## src/rtl/base64_stream_decoder_assert.svh

```systemverilog
// Assertion macros for the base64 stream decoder.
// Expects clk and arst_n in the scope that uses them.
`ifndef BASE64_STREAM_DECODER_ASSERT_SVH
`define BASE64_STREAM_DECODER_ASSERT_SVH

// Same-cycle implication, checked out of reset.
`define B64D_ASSERT_NOW(lbl, ante, cons) \
	lbl: assert property (@(posedge clk) disable iff (!arst_n) (ante) |-> (cons)) \
		else $error("b64d: same-cycle check failed");

// Next-cycle implication, checked out of reset.
`define B64D_ASSERT_NEXT(lbl, ante, cons) \
	lbl: assert property (@(posedge clk) disable iff (!arst_n) (ante) |=> (cons)) \
		else $error("b64d: next-cycle check failed");

`endif

```

## src/rtl/b64d_pkg.sv

```systemverilog
// Shared types, status codes and alphabet lookup for the base64 decoder.
// No dependencies.
package b64d_pkg;

	typedef enum logic [2:0] {
		STAT_OK       = 3'd0,
		STAT_EMPTY    = 3'd1,
		STAT_BAD_LEN  = 3'd2,
		STAT_BAD_CHAR = 3'd3,
		STAT_BAD_PAD  = 3'd4,
		STAT_CAPACITY = 3'd5
	} status_t;

	localparam logic [7:0] PAD_CHAR = 8'h3D;   // '='

	// Bit 6 set marks a character outside the alphabet.
	typedef logic [6:0] sextet_t;

	function automatic sextet_t sextet_of(input logic [7:0] c);
		sextet_t r;
		r = 7'h40;
		if (c >= 8'h41 && c <= 8'h5A) begin
			r = 7'(c - 8'h41);
		end else if (c >= 8'h61 && c <= 8'h7A) begin
			r = 7'(c - 8'h61 + 8'd26);
		end else if (c >= 8'h30 && c <= 8'h39) begin
			r = 7'(c - 8'h30 + 8'd52);
		end else if (c == 8'h2B) begin
			r = 7'd62;
		end else if (c == 8'h2F) begin
			r = 7'd63;
		end
		return r;
	endfunction

endpackage

```

## src/rtl/base64_stream_decoder.sv

```systemverilog
// Base64 stream decoder, standard alphabet with strict '=' padding.
// Depends on b64d_pkg and base64_stream_decoder_assert.svh.
//
// Input channel s_axis: one beat per encoded character (tuser = 0, tdata = the
// ASCII byte) and one closing beat (tuser = 1) that ends the string.
// Output channel m_axis: each completed quartet gives up to three byte beats
// (tuser = 0); the closing beat gives one status beat (tuser = 1). tlast marks
// the final beat produced by one input beat. A status other than ok means the
// receiver drops the bytes of that string.
// cfg channel: writes the byte capacity; write it only while the block is idle.
// Path: a beat is registered at the input, decoded from the input register, and
// its results are registered in the result register, which drives m_axis.
// Throughput: one input beat per cycle while the output drains; a quartet's
// bytes leave one per cycle from the result register, so an input beat that
// gives output waits in the input register until the last bundle beat is taken.
// Reset clears the decoder state and sets the capacity to 128. When m_axis
// stalls, the result register holds, the input register fills and then
// s_axis_tready drops; nothing is lost.
module base64_stream_decoder #(
	parameter int MAX_CAPACITY = 4096
) (
	input  logic        clk,
	input  logic        arst_n,
	input  logic        s_axis_tvalid,
	output logic        s_axis_tready,
	input  logic [7:0]  s_axis_tdata,   // [7:0] ch
	input  logic        s_axis_tuser,   // [0] func
	output logic        m_axis_tvalid,
	input  logic        m_axis_tready,
	output logic [23:0] m_axis_tdata,   // [7:0] data_byte, [10:8] status, [23:11] byte_count
	output logic        m_axis_tuser,   // [0] is_status
	output logic        m_axis_tlast,
	input  logic        cfg_valid,
	output logic        cfg_ready,
	input  logic [12:0] cfg_data        // out_capacity
);
	import b64d_pkg::*;

	// configuration
	logic [12:0] out_capacity_q;
	logic [13:0] cap;

	// input register
	logic       valid_s1;
	logic       func_s1;
	logic [7:0] ch_s1;

	// decoder state
	logic [1:0]  quartet_pos_q;
	logic [17:0] held_q;
	logic        third_is_pad_q;
	logic        padded_done_q;
	logic        seen_any_q;
	status_t     first_error_q;
	logic [12:0] out_count_q;

	logic [1:0]  quartet_pos_d;
	logic [17:0] held_d;
	logic        third_is_pad_d;
	logic        padded_done_d;
	logic        seen_any_d;
	status_t     first_error_d;
	logic [12:0] out_count_d;

	// decode results for the item in the input register
	logic [1:0]  res_n;
	logic        res_is_status;
	status_t     res_status;
	logic [7:0]  res_data [3];
	logic [12:0] res_count [3];

	// result register
	logic        ob_valid_q;
	logic [1:0]  ob_n_q;
	logic [1:0]  ob_idx_q;
	logic        ob_is_status_q;
	status_t     ob_status_q;
	logic [7:0]  ob_data_q [3];
	logic [12:0] ob_count_q [3];

	logic ob_take;
	logic ob_last_beat;
	logic ob_free;
	logic adv_s1;

	// decode helpers
	sextet_t     sx;
	logic        bad;
	logic        is_pad;
	logic [23:0] triple;
	logic [1:0]  want;
	logic        room0, room1, room2;
	status_t     end_status;

	// -------- configuration --------
	assign cfg_ready = 1'b1;

	always_ff @(posedge clk or negedge arst_n) begin
		if (!arst_n) begin
			out_capacity_q <= 13'd128;
		end else if (cfg_valid && cfg_ready) begin
			out_capacity_q <= cfg_data;
		end
	end

	assign cap = (int'(out_capacity_q) > MAX_CAPACITY) ? 14'(MAX_CAPACITY)
		: {1'b0, out_capacity_q};

	// -------- handshakes --------
	assign ob_take      = ob_valid_q && m_axis_tready;
	assign ob_last_beat = (ob_idx_q == ob_n_q - 2'd1);
	assign ob_free      = !ob_valid_q || (ob_take && ob_last_beat);
	assign adv_s1       = valid_s1 && ((res_n == 2'd0) || ob_free);
	assign s_axis_tready = !valid_s1 || adv_s1;

	always_ff @(posedge clk or negedge arst_n) begin
		if (!arst_n) begin
			valid_s1 <= 1'b0;
		end else if (s_axis_tready) begin
			valid_s1 <= s_axis_tvalid;
		end
	end

	always_ff @(posedge clk) begin
		if (s_axis_tready && s_axis_tvalid) begin
			func_s1 <= s_axis_tuser;
			ch_s1   <= s_axis_tdata;
		end
	end

	// -------- decode --------
	assign sx     = sextet_of(ch_s1);
	assign bad    = sx[6];
	assign is_pad = (ch_s1 == PAD_CHAR);
	assign triple = {held_q, (is_pad ? 6'd0 : sx[5:0])};
	assign want   = 2'd1 + {1'b0, !third_is_pad_q} + {1'b0, !is_pad};
	assign room0  = ({1'b0, out_count_q}) < cap;
	assign room1  = ({1'b0, out_count_q} + 14'd1) < cap;
	assign room2  = ({1'b0, out_count_q} + 14'd2) < cap;

	always_comb begin
		if (!seen_any_q) begin
			end_status = STAT_EMPTY;
		end else if (quartet_pos_q != 2'd0) begin
			end_status = STAT_BAD_LEN;
		end else begin
			end_status = first_error_q;
		end
	end

	always_comb begin
		quartet_pos_d  = quartet_pos_q;
		held_d         = held_q;
		third_is_pad_d = third_is_pad_q;
		padded_done_d  = padded_done_q;
		seen_any_d     = seen_any_q;
		first_error_d  = first_error_q;
		out_count_d    = out_count_q;
		res_n          = 2'd0;
		res_is_status  = 1'b0;
		res_status     = STAT_OK;
		res_data[0]    = triple[23:16];
		res_data[1]    = triple[15:8];
		res_data[2]    = triple[7:0];
		res_count[0]   = out_count_q + 13'd1;
		res_count[1]   = out_count_q + 13'd2;
		res_count[2]   = out_count_q + 13'd3;

		if (func_s1) begin
			res_n         = 2'd1;
			res_is_status = 1'b1;
			res_status    = end_status;
			res_data[0]   = 8'd0;
			res_count[0]  = (end_status == STAT_OK) ? out_count_q : 13'd0;
			// start a new string
			quartet_pos_d  = 2'd0;
			held_d         = 18'd0;
			third_is_pad_d = 1'b0;
			padded_done_d  = 1'b0;
			seen_any_d     = 1'b0;
			first_error_d  = STAT_OK;
			out_count_d    = 13'd0;
		end else begin
			quartet_pos_d = quartet_pos_q + 2'd1;
			seen_any_d    = 1'b1;
			if (padded_done_q) begin
				// anything after a padded quartet is bad padding
				if (first_error_q == STAT_OK || first_error_q == STAT_CAPACITY) begin
					first_error_d = STAT_BAD_PAD;
				end
			end else if (first_error_q == STAT_OK) begin
				case (quartet_pos_q)
					2'd0, 2'd1: begin
						if (bad) begin
							first_error_d = STAT_BAD_CHAR;
						end else if (quartet_pos_q == 2'd0) begin
							held_d = {12'd0, sx[5:0]};
						end else begin
							held_d = {held_q[11:0], sx[5:0]};
						end
					end
					2'd2: begin
						if (is_pad) begin
							third_is_pad_d = 1'b1;
							held_d         = {held_q[11:0], 6'd0};
						end else if (bad) begin
							first_error_d = STAT_BAD_CHAR;
						end else begin
							third_is_pad_d = 1'b0;
							held_d         = {held_q[11:0], sx[5:0]};
						end
					end
					default: begin
						if (!is_pad && bad) begin
							first_error_d = STAT_BAD_CHAR;
						end else if (third_is_pad_q && !is_pad) begin
							first_error_d = STAT_BAD_PAD;
						end else begin
							// stop at the capacity limit, keep what was sent
							if (!room0) begin
								res_n         = 2'd0;
								first_error_d = STAT_CAPACITY;
							end else if (want >= 2'd2 && !room1) begin
								res_n         = 2'd1;
								first_error_d = STAT_CAPACITY;
							end else if (want == 2'd3 && !room2) begin
								res_n         = 2'd2;
								first_error_d = STAT_CAPACITY;
							end else begin
								res_n = want;
							end
							out_count_d    = out_count_q + {11'd0, res_n};
							padded_done_d  = is_pad;
							third_is_pad_d = 1'b0;
							held_d         = 18'd0;
						end
					end
				endcase
			end
		end
	end

	always_ff @(posedge clk or negedge arst_n) begin
		if (!arst_n) begin
			quartet_pos_q  <= 2'd0;
			held_q         <= 18'd0;
			third_is_pad_q <= 1'b0;
			padded_done_q  <= 1'b0;
			seen_any_q     <= 1'b0;
			first_error_q  <= STAT_OK;
			out_count_q    <= 13'd0;
		end else if (adv_s1) begin
			quartet_pos_q  <= quartet_pos_d;
			held_q         <= held_d;
			third_is_pad_q <= third_is_pad_d;
			padded_done_q  <= padded_done_d;
			seen_any_q     <= seen_any_d;
			first_error_q  <= first_error_d;
			out_count_q    <= out_count_d;
		end
	end

	// -------- result register --------
	always_ff @(posedge clk or negedge arst_n) begin
		if (!arst_n) begin
			ob_valid_q <= 1'b0;
			ob_n_q     <= 2'd1;
			ob_idx_q   <= 2'd0;
		end else if (adv_s1 && res_n != 2'd0) begin
			ob_valid_q <= 1'b1;
			ob_n_q     <= res_n;
			ob_idx_q   <= 2'd0;
		end else if (ob_take) begin
			// advance through the bundle, drop it after its last beat
			ob_valid_q <= !ob_last_beat;
			ob_idx_q   <= ob_idx_q + 2'd1;
		end
	end

	always_ff @(posedge clk) begin
		if (adv_s1 && res_n != 2'd0) begin
			ob_is_status_q <= res_is_status;
			ob_status_q    <= res_status;
			ob_data_q      <= res_data;
			ob_count_q     <= res_count;
		end
	end

	assign m_axis_tvalid = ob_valid_q;
	assign m_axis_tuser  = ob_is_status_q;
	assign m_axis_tlast  = ob_last_beat;
	assign m_axis_tdata  = {ob_count_q[ob_idx_q], ob_status_q, ob_data_q[ob_idx_q]};

	// -------- assertions --------
`include "base64_stream_decoder_assert.svh"

	`B64D_ASSERT_NOW(a_idx_in_bundle, ob_valid_q, ob_idx_q < ob_n_q)
	`B64D_ASSERT_NOW(a_status_is_last, m_axis_tvalid && m_axis_tuser, m_axis_tlast)
	`B64D_ASSERT_NOW(a_count_within_cap, 1'b1, {1'b0, out_count_q} <= cap)
	`B64D_ASSERT_NEXT(a_end_clears, adv_s1 && func_s1,
		quartet_pos_q == 2'd0 && out_count_q == 13'd0 && !seen_any_q)

endmodule
```

## config.mk

```make
export PLATFORM = sky130hd
export DESIGN_NAME = base64_stream_decoder
export DESIGN_NICKNAME = d
export VERILOG_FILES = /design/src/rtl/b64d_pkg.sv /design/src/rtl/base64_stream_decoder.sv
export VERILOG_INCLUDE_DIRS = /design/src /design/src/rtl
export SDC_FILE = /design/constraint.sdc
export NUM_CORES = 1
export LEC_CHECK = 0
export BUFFER_PORTS_ARGS = -buffer_cell sky130_fd_sc_hd__buf_2
export CAP_MARGIN = 20
export CELL_PAD_IN_SITES_DETAIL_PLACEMENT = 0
export CELL_PAD_IN_SITES_GLOBAL_PLACEMENT = 1
export CORE_AREA = 2 2 128 130
export DETAILED_ROUTE_END_ITERATION = 8
export DIE_AREA = 0 0 130 132
export PLACE_DENSITY = 0.83
export SLEW_MARGIN = 20
export SYNTH_ARGS = -nofsm -noshare
export SYNTH_HDL_FRONTEND = slang
export SYNTH_SLANG_ARGS = --single-unit
```

## constraint.sdc

```tcl
create_clock -name clk -period 15.3 [get_ports clk]
set_clock_uncertainty 0.2 [all_clocks]
set_input_delay 4.59 -clock clk [delete_from_list [all_inputs] [get_ports clk]]
set_output_delay 4.59 -clock clk [all_outputs]
set_load 0.02 [all_outputs]
```

==> flow_summary.toml <==
[critical_path]
worstPathArrival_ps = 5640
crit_fanout = 6
critPathSlowestCell = "a21boi_1"
worst_setup_path_end_kind = "output pin"
crit_chain = "buf_2, a21boi_1, and3_1, inv_1, buf_2"
critPathRequiredTime_ps = 10510
crit_top_cell = "buf_2"
critical_path_class = "in -> out"
start_kind = "input port"
r2r_cells = 18
slowest_delay_ps = 410

[layout]
fin_nets = 908
nFillCells = 1337
diodes = 0
area_growth_pct = 12.43
layoutNonFillerInstCount = 1051
utilization = 0.5776
fin_area_um2 = 9076
drive_above_1_share = 0.1641

[logic_synthesis]
synth_top_area_share = 0.2827
synthTopCellsByCount = "100 x nand2_1, 76 x edfxtp_1, 60 x nor2_1"
synth.most_common_cell = "nand2_1"
synthCells = 786
yosys-top-cells-area = "edfxtp_1 28%, dfrtp_1 17%, ha_1 9.0%, nand2_1 4.6%, o21ai_0 3.7%"
syn_avg_cell_area_um2 = 10.27
ys_seq_area_frac = 0.4628
synth.largest_area_cell = "edfxtp_1"
ys_seq_elements = 134
async_flop_share = 0.4328
synth_cell_types = 78
synth_edf_count = 76
yosysWarningCount = 0
synthFlopType = "edfxtp_1"
synth_nets = 872
syn_area_um2 = 8073

[flow_run]
cap_viol_max_count = 0

[drt]
dr.pass1.iters = 5
drt-initial-drc-count = 467
ant_nets = 0
wirelength_um = 18870
vias_per_cell = 5.721
wl_per_cell_um = 17.96
dr_total_vias = 6013
route.detailed.drc = 0

[place]
place.gp.congestion = 0.8951
pre_cts_slack_ps = 4864
hpwlAfterDp_um = 13390
io_buffers = 54
placed_cell_area_um2 = 8468
dp.cells = 1019

[floorplanning]
row_count = 46
coreArea_um2 = 15710
ios = 56
die-area_um2 = 17160
fp.dieW_um = 130
die_h_um = 132
start_util = 0.5138

[clock_tree]
clock_tree.buffer_depth = 2
cts_root_buf = "clkbuf_16"
numCtsBuffers = 17
clock_latency_ps = 420
htree_levels = 4
clock-sinks = 134
clkTransAtPathRegs_ps = 60
holdBufCountCts = 0
cts_setup_buffers = 0
cts_tree = "done"
cts_resized = 0

[grt]
grt_pass1_wl_um = 30880
antenna_found_initial = 0
overflow = 0
grt_max_degree = 67
grtUsageTotal = 0.2300
grt_pass1_vias = 5880

[power]
total_power_mw = 1.324
p_leak_nw = 3.861
p_per_area_nw_per_um2 = 145.9
max-vdd-ir-drop_uv = 85.03

[timing]
fin_crit_sh = 0.6820
maxSlewViolCount = 0
min_period_ps = 10430
hold_violations = 0
fmax_ghz = 0.09584
fin_hold_ws_ps = 269.6
fin_tns_setup_ps = 0
setup_ws_ps = 4865
slew_headroom = 0.2711
rsz0062_at_grt = "false"
setup_viol = 0
worst_pin_slew_ps = 1089

[min_path]
min_path_cells = 2
hold_class = "reg -> reg"

[run_status]
run_status = "completed"
[sequential cells by signal (all words and copies together) (netlist names)]
register,cells
held_q,18
third_is_pad_q,1
out_count_q,13
m_axis_tuser,1
ob_n_q,2
first_error_q,3
ob_idx_q,2
valid_s1,1
quartet_pos_q,2
ob_count_q,39
ch_s1,8
ob_status_q,3
seen_any_q,1
out_capacity_q,13
func_s1,1
m_axis_tvalid,1
padded_done_q,1
ob_data_q,24
[routing by layer]
layer	vias up	routed length [um]	GRT usage
met4	0	236	0.06272
met1	2923	8995	0.3360
met2	151	8739	0.3496
li1	2919	-	-
met5	-	0	0
met3	20	901	0.04667
[path summary, 6_finish.rpt]
path	from	to	slack [ps]
min in group asynchronous	arst_n	out_capacity_q[0]$_DFFE_PN0P_	4130
max reg2reg	out_count_q[3]$_DFFE_PN0P_	out_count_q[10]$_DFFE_PN0P_	9760
min	ob_n_q[0]$_DFFE_PN1P_	ob_n_q[0]$_DFFE_PN1P_	270
max in group asynchronous	arst_n	held_q[12]$_DFFE_PN0P_	10230
max	m_axis_tready	s_axis_tready	4870
min reg2reg	ob_n_q[0]$_DFFE_PN1P_	ob_n_q[0]$_DFFE_PN1P_	270
[cells by family after synthesis]
kind of cell,after synthesis,synth area share
AOI/OAI and AO/OA,171,0.1445
xor gates and xnor gates,39,0.04231
adders and majority gates,59,0.09238
buffers and inverters,78,0.04154
DFF,134,0.4628
muxes,38,0.05099
other,1,0.0004645
and+or+nand+nor,266,0.1651
[cell usage in the layout, fill, tap and decap left out, types with 17 or more instances in the layout]
master and n:
nor2_1 60, buf_2 54, a21oi_1 31, o21ai_0 59, nand2_1 100, edfxtp_1 76
mux2i_1 22, dfrtp_1 56, inv_1 34, ha_1 58, xor2_1 27, clkbuf_16 17
[worst max-delay path, delay by kind of cell]
kind / cells / cell delay, ps
AND/OR/NAND/NOR: 1 / 310
buffers and inverters: 3 / 340
AO/OA/AOI/OAI: 1 / 410
[area by class of cell]
| cell class | instances | area [um2] | share of cell area |
|---|---|---|---|
| Clock buffer | 17 | 425.4 | 0.04687 |
| Clock inverter | 15 | 182.7 | 0.02013 |
| Inverter | 35 | 131.4 | 0.01447 |
| Multi-Input combinational cell | 574 | 4015 | 0.4424 |
| Sequential cell | 134 | 3736 | 0.4116 |
| Tap cell | 216 | 270.3 | 0.02978 |
| Timing Repair Buffer | 60 | 315.3 | 0.03474 |
[report_power, final]
group	total (mW)	switching (mW)	leakage (nW)	internal (mW)
Combinational	0.401	0.260	2.09	0.140
Sequential	0.506	0.0537	1.48	0.453
Clock	0.417	0.171	0.288	0.246
Power figures use the tool's default switching activity.
